**src/rtl/atpr_pkg.sv**
```systemverilog
// Shared widths, CORDIC vector type, arctangent table and output rounding for the tilt block.
package atpr_pkg;

  localparam int CORDIC_STAGES = 14;

  localparam int IN_W     = 16;
  localparam int OUT_W    = 15;
  localparam int SCALE_SH = 14;
  localparam int VEC_W    = 34;
  localparam int ANG_W    = 24;
  localparam int SHIFT_W  = 5;
  localparam int ROUND_SH = 7;
  localparam int ROUND_HALF  = 64;
  localparam int ANGLE_LIMIT = 12868;

  localparam int LANES_A = 4;
  localparam int LANES_B = 2;

  // first pass lanes: magnitude and numerator for each angle
  localparam int LANE_MAG_P = 0;
  localparam int LANE_NUM_P = 1;
  localparam int LANE_MAG_R = 2;
  localparam int LANE_NUM_R = 3;
  // second pass lanes
  localparam int LANE_P = 0;
  localparam int LANE_R = 1;

  typedef struct packed {
    logic signed [VEC_W-1:0] x;
    logic signed [VEC_W-1:0] y;
    logic signed [ANG_W-1:0] z;
  } vec_t;

  // atan(2^-i) in Q20
  function automatic logic signed [ANG_W-1:0] atan_q20(input logic [SHIFT_W-1:0] idx);
    logic signed [ANG_W-1:0] r;
    unique case (idx)
      5'd0:  r = ANG_W'(823550);
      5'd1:  r = ANG_W'(486170);
      5'd2:  r = ANG_W'(256879);
      5'd3:  r = ANG_W'(130396);
      5'd4:  r = ANG_W'(65451);
      5'd5:  r = ANG_W'(32757);
      5'd6:  r = ANG_W'(16383);
      5'd7:  r = ANG_W'(8192);
      5'd8:  r = ANG_W'(4096);
      5'd9:  r = ANG_W'(2048);
      5'd10: r = ANG_W'(1024);
      5'd11: r = ANG_W'(512);
      5'd12: r = ANG_W'(256);
      5'd13: r = ANG_W'(128);
      5'd14: r = ANG_W'(64);
      5'd15: r = ANG_W'(32);
      5'd16: r = ANG_W'(16);
      5'd17: r = ANG_W'(8);
      5'd18: r = ANG_W'(4);
      5'd19: r = ANG_W'(2);
      5'd20: r = ANG_W'(1);
      default: r = '0;
    endcase
    return r;
  endfunction

  // |a| * 2^14, zero extended to vector width
  function automatic logic signed [VEC_W-1:0] scale_abs(input logic signed [IN_W-1:0] a);
    logic signed [IN_W:0] e;
    logic        [IN_W:0] m;
    e = {a[IN_W-1], a};
    m = e[IN_W] ? (-e) : e;
    return {{(VEC_W-IN_W-1-SCALE_SH){1'b0}}, m, {SCALE_SH{1'b0}}};
  endfunction

  // Q20 -> Q13 round half up, clamp to +-pi/2
  function automatic logic signed [OUT_W-1:0] round_clamp(input logic signed [ANG_W-1:0] ang);
    logic signed [ANG_W-1:0] q;
    logic signed [ANG_W-1:0] lim;
    q   = (ang + $signed(ANG_W'(ROUND_HALF))) >>> ROUND_SH;
    lim = $signed(ANG_W'(ANGLE_LIMIT));
    if (q > lim) begin
      q = lim;
    end else if (q < -lim) begin
      q = -lim;
    end
    return q[OUT_W-1:0];
  endfunction

endpackage

```
**src/rtl/atpr_cell.sv**
```systemverilog
// One CORDIC vectoring micro-rotation with its output register.
module atpr_cell import atpr_pkg::*; (
  input  logic                    clk,
  input  logic                    en,
  input  logic [SHIFT_W-1:0]      shift,
  input  logic signed [ANG_W-1:0] atan_step,
  input  vec_t                    d,
  output vec_t                    q
);

  logic signed [VEC_W-1:0] dx;
  logic signed [VEC_W-1:0] dy;
  vec_t                    q_next;

  always_comb begin
    dx = d.y >>> shift;
    dy = d.x >>> shift;
    if (!d.y[VEC_W-1]) begin
      q_next.x = d.x + dx;
      q_next.y = d.y - dy;
      q_next.z = d.z + atan_step;
    end else begin
      q_next.x = d.x - dx;
      q_next.y = d.y + dy;
      q_next.z = d.z - atan_step;
    end
  end

  always_ff @(posedge clk) begin
    if (en) begin
      q <= q_next;
    end
  end

endmodule
```
**config.mk**
```make
export PLATFORM = sky130hd
export DESIGN_NAME = atpr_cell
export DESIGN_NICKNAME = d
export VERILOG_FILES = /design/src/rtl/atpr_pkg.sv /design/src/rtl/atpr_cell.sv
export SDC_FILE = /design/constraint.sdc
export NUM_CORES = 1
export LEC_CHECK = 0
export BUFFER_PORTS_ARGS = -buffer_cell sky130_fd_sc_hd__buf_2
export CAP_MARGIN = 25
export CORE_UTILIZATION = 55
export DETAILED_ROUTE_END_ITERATION = 8
export PLACE_DENSITY = 0.82
export SLEW_MARGIN = 0
export SYNTH_ARGS = -nofsm -noshare
export SYNTH_HDL_FRONTEND = slang
export SYNTH_SLANG_ARGS = --single-unit
```
**constraint.sdc**
```tcl
create_clock -name clk -period 15.8 [get_ports clk]
set_input_delay 0.79 -clock clk [delete_from_list [all_inputs] [get_ports clk]]
set_output_delay 0.79 -clock clk [all_outputs]
set_load 0.005 [all_outputs]
```
==> impl_metrics.py <==
metrics = {
    "timing": {
        "maxSlewViolCount": 0,
        "slew-limit-headroom_pct": 35.1,
        "tightest_slew_ps": 958,
        "setup_violations": 0,
        "fin_setup_tns_ps": 0,
        "rsz0062_at_grt": "false",
        "max_freq_mhz": 127,
        "whs_ps": 793,
        "finalHoldViolCount": 0,
        "finalCriticalPeriod_ps": 7900,
        "finalCritPeriodShare_pct": 50.0,
    },
    "routing": {
        "first_pass_iters": 6,
        "dr_total_vias": 13600,
        "wire_per_inst_um": 22.1,
        "drtIter0Drc": 1820,
        "antenna_left": 0,
        "drc": 0,
        "wl_um": 44500,
        "viasPerCell": 6.75,
    },
    "synthesis": {
        "yosysMostFrequentCell": "a21oi_1",
        "yosys-top-cells-count": "142 x a21oi_1, 127 x nor2_1, 105 x xnor2_1, 103 x mux4_2, 98 x nand2_1",
        "syn_area_um2": 14200,
        "yosysTopAreaCellShare_pct": 19.5,
        "ys_types": 91,
        "yosysSeqAreaShare_pct": 19.5,
        "synth_flop_cell": "edfxtp_1",
        "ys_top_cells_by_area": "edfxtp_1 19%, mux4_2 16%, ha_1 8.1%, xnor2_1 6.5%, a21oi_1 5.0%",
        "syn_area_per_cell_um2": 9.36,
        "postSynth.asyncResetShare_pct": 0,
        "synth_top_area_cell": "edfxtp_1",
        "ys_warn_count": 0,
        "netlist_instances": 1515,
        "syn-num-nets": 1733,
        "yosys_register_bits": 92,
        "synth-edff-count": 92,
    },
    "die": {
        "chipWidth_um": 163,
        "rows": 58,
        "fp.dieH_um": 163,
        "core_area_um2": 25300,
        "start_util_pct": 56.1,
        "io_pins": 215,
        "die_area_um2": 26400,
    },
    "job": {
        "maxCapViolations": 0,
    },
    "worst_hold_path": {
        "hp-class": "input port to register",
        "worstHoldStart": "d[24]",
    },
    "power": {
        "peakVddDrop_mv": 0.0547,
        "p_sw_mw": 0.542,
        "seqPwrFrac_pct": 27.6,
        "leakage_nw": 6.44,
        "p_int_mw": 0.810,
        "power_mw": 1.35,
        "power_frac_clock_pct": 18.0,
        "power_density_nw_per_um2": 86.3,
        "combPwrFrac_pct": 54.4,
        "p_sw_share_pct": 40.1,
    },
    "finish": {
        "nets": 1893,
        "regArea_um2": 2760,
        "area_delta_synth_final_pct": 10.6,
        "multi_input_area_um2": 10800,
        "drive_gt1_share_pct": 24.5,
        "fillCellCount": 2170,
        "largest_registers": "q (92)",
        "largest_register": "q",
        "largest_reg_flops": 92,
    },
    "global_routing": {
        "grt_max_degree": 77,
        "use_met3_pct": 6.42,
        "antenna_found_initial": 2,
        "grt_busiest_layer": "met2",
        "met1_usage_pct": 43.7,
        "gr-usage-met2_pct": 53.3,
        "grt_pass1_vias": 12600,
        "grt_overflow": 0,
        "grt_usage_pct": 33.2,
        "grt_pass1_wl_um": 68500,
    },
    "critical_path": {
        "worstSetupPathType": "input port to register",
        "crit_end": "q[57]$_DFFE_PP_",
        "cp_max_fo": 60,
        "crit_path_end_kind": "register",
        "start_kind": "input port",
        "cp.arrival_ps": 8030,
        "critPathRequiredTime_ps": 15930,
        "startpoint": "shift[0]",
    },
    "clock_tree": {
        "clkTransAtPathRegs_ps": 80,
        "postCtsSetupBuffers": 0,
        "cts_tree": "built",
        "clock-sinks": 92,
        "cts_root_buffer": "clkbuf_16",
        "cts_buffers": 9,
        "postCtsHoldBufs": 0,
        "cts_resized": 0,
        "htree_levels": 3,
        "clock_path_buffers": 2,
    },
    "run_status": {
        "status": "complete, no violations",
    },
    "placement": {
        "portBuffers": 214,
        "place_hpwl_um": 33600,
        "place_congestion": 1.07,
    },
}
==> cell type report <==
class / count / area share (%)
Inverter: 46 / 1.10
Sequential cell: 92 / 17.6
Antenna cell: 2 / 0.0319
Tap cell: 330 / 2.63
Multi-Input combinational cell: 1299 / 68.9
Clock buffer: 9 / 1.44
Timing Repair Buffer: 227 / 7.65
Clock inverter: 7 / 0.591
==> layout by cell type (no fill, tap or decap), types with 5 or more instances in the layout <==
master	Yosys	final
nand2b_1	21	21
nor2b_1	14	14
o211ai_1	12	12
nand2_1	98	98
nor2_1	127	127
a21o_1	50	50
xnor2_1	105	105
nor4_1	6	6
buf_2	20	210
o21ai_0	58	58
mux4_2	103	103
ha_1	92	92
edfxtp_1	92	92
xor2_1	40	40
buf_4	6	16
o21bai_1	6	6
o31ai_1	6	6
inv_1	43	43
o21a_1	27	27
nor3_1	39	39
nand4_1	8	8
a21oi_1	142	142
mux2_2	31	31
and2_1	21	21
a31oi_1	24	24
a211oi_1	13	13
nand3_1	30	30
clkbuf_16	0	9
and3_1	15	15
or2_2	10	10
a21boi_0	6	6
or3_1	7	7
a31o_2	5	5
a22oi_1	5	5
o31a_1	5	5
o22ai_1	17	17
mux2i_1	57	57
mux2_1	7	7
==> metrics by stage <==
step,utilization [%],area (µm²),std cells,setup slack [ps]
after floorplan,-,14200,1515,8860
after global placement,60.7,15300,1993,7610
after detailed placement,60.7,15300,1993,7480
after CTS,62.0,15600,2009,7830
after global routing,62.1,15700,2012,7420
final,62.1,15700,2012,7900
==> power by group through the flow <==
stage / Clock, mW / Combinational [mW] / Sequential, mW
after floorplan: 0 / 0.495 / 0.390
after global placement: 0 / 0.705 / 0.378
after detailed placement: 0 / 0.718 / 0.379
after CTS: 0.246 / 0.723 / 0.374
after global routing: 0.256 / 0.800 / 0.379
final: 0.243 / 0.736 / 0.373
==> cells by family (layout without fill, tap and decap cells) <==
kind of cell    after synthesis  in the layout  share of synthesized area (%)
flops                        92             92                           19.5
other cells                   0              2                              0
buf+inv                     124            289                           4.25
compound gates              437            437                           20.4
fa+ha+maj                    95             95                           8.54
xor+xnor                    145            145                           8.96
simple gates                424            424                           14.9
mux                         198            198                           23.4
==> worst max-delay path, cell delays in order <==
cell and delay, ps:
buf_4 510, buf_4 830, mux4_2 730, mux2_2 360
mux4_2 550, a31oi_4 220, nand4b_2 190, nor3_2 530
a31oi_1 180, xor2_1 190, ha_1 380, a221oi_1 270
o21ai_0 120, o211ai_1 120, and3_1 270, a21oi_1 90
a2111oi_0 720, a21oi_1 260, a211o_1 350, a41oi_1 250
xnor2_1 80
==> per-layer routing <==
metal / wire length [µm] / up-vias
met5: 0 / -
met4: 1820 / 0
met3: 4110 / 137
met2: 20300 / 768
met1: 18300 / 6495
li1: - / 6183
==> how the worst min path moves through the flow <==
stage	to	slack, ps	cells past startpoint
finish	q[24]$_DFFE_PP_	790	2
global route	q[24]$_DFFE_PP_	790	2
CTS	q[24]$_DFFE_PP_	780	2
detailed placement	q[24]$_DFFE_PP_	1150	2
global placement	q[24]$_DFFE_PP_	1150	2
floorplan	q[0]$_DFFE_PP_	900	0
No activity file was read; power rests on OpenSTA's default activity.
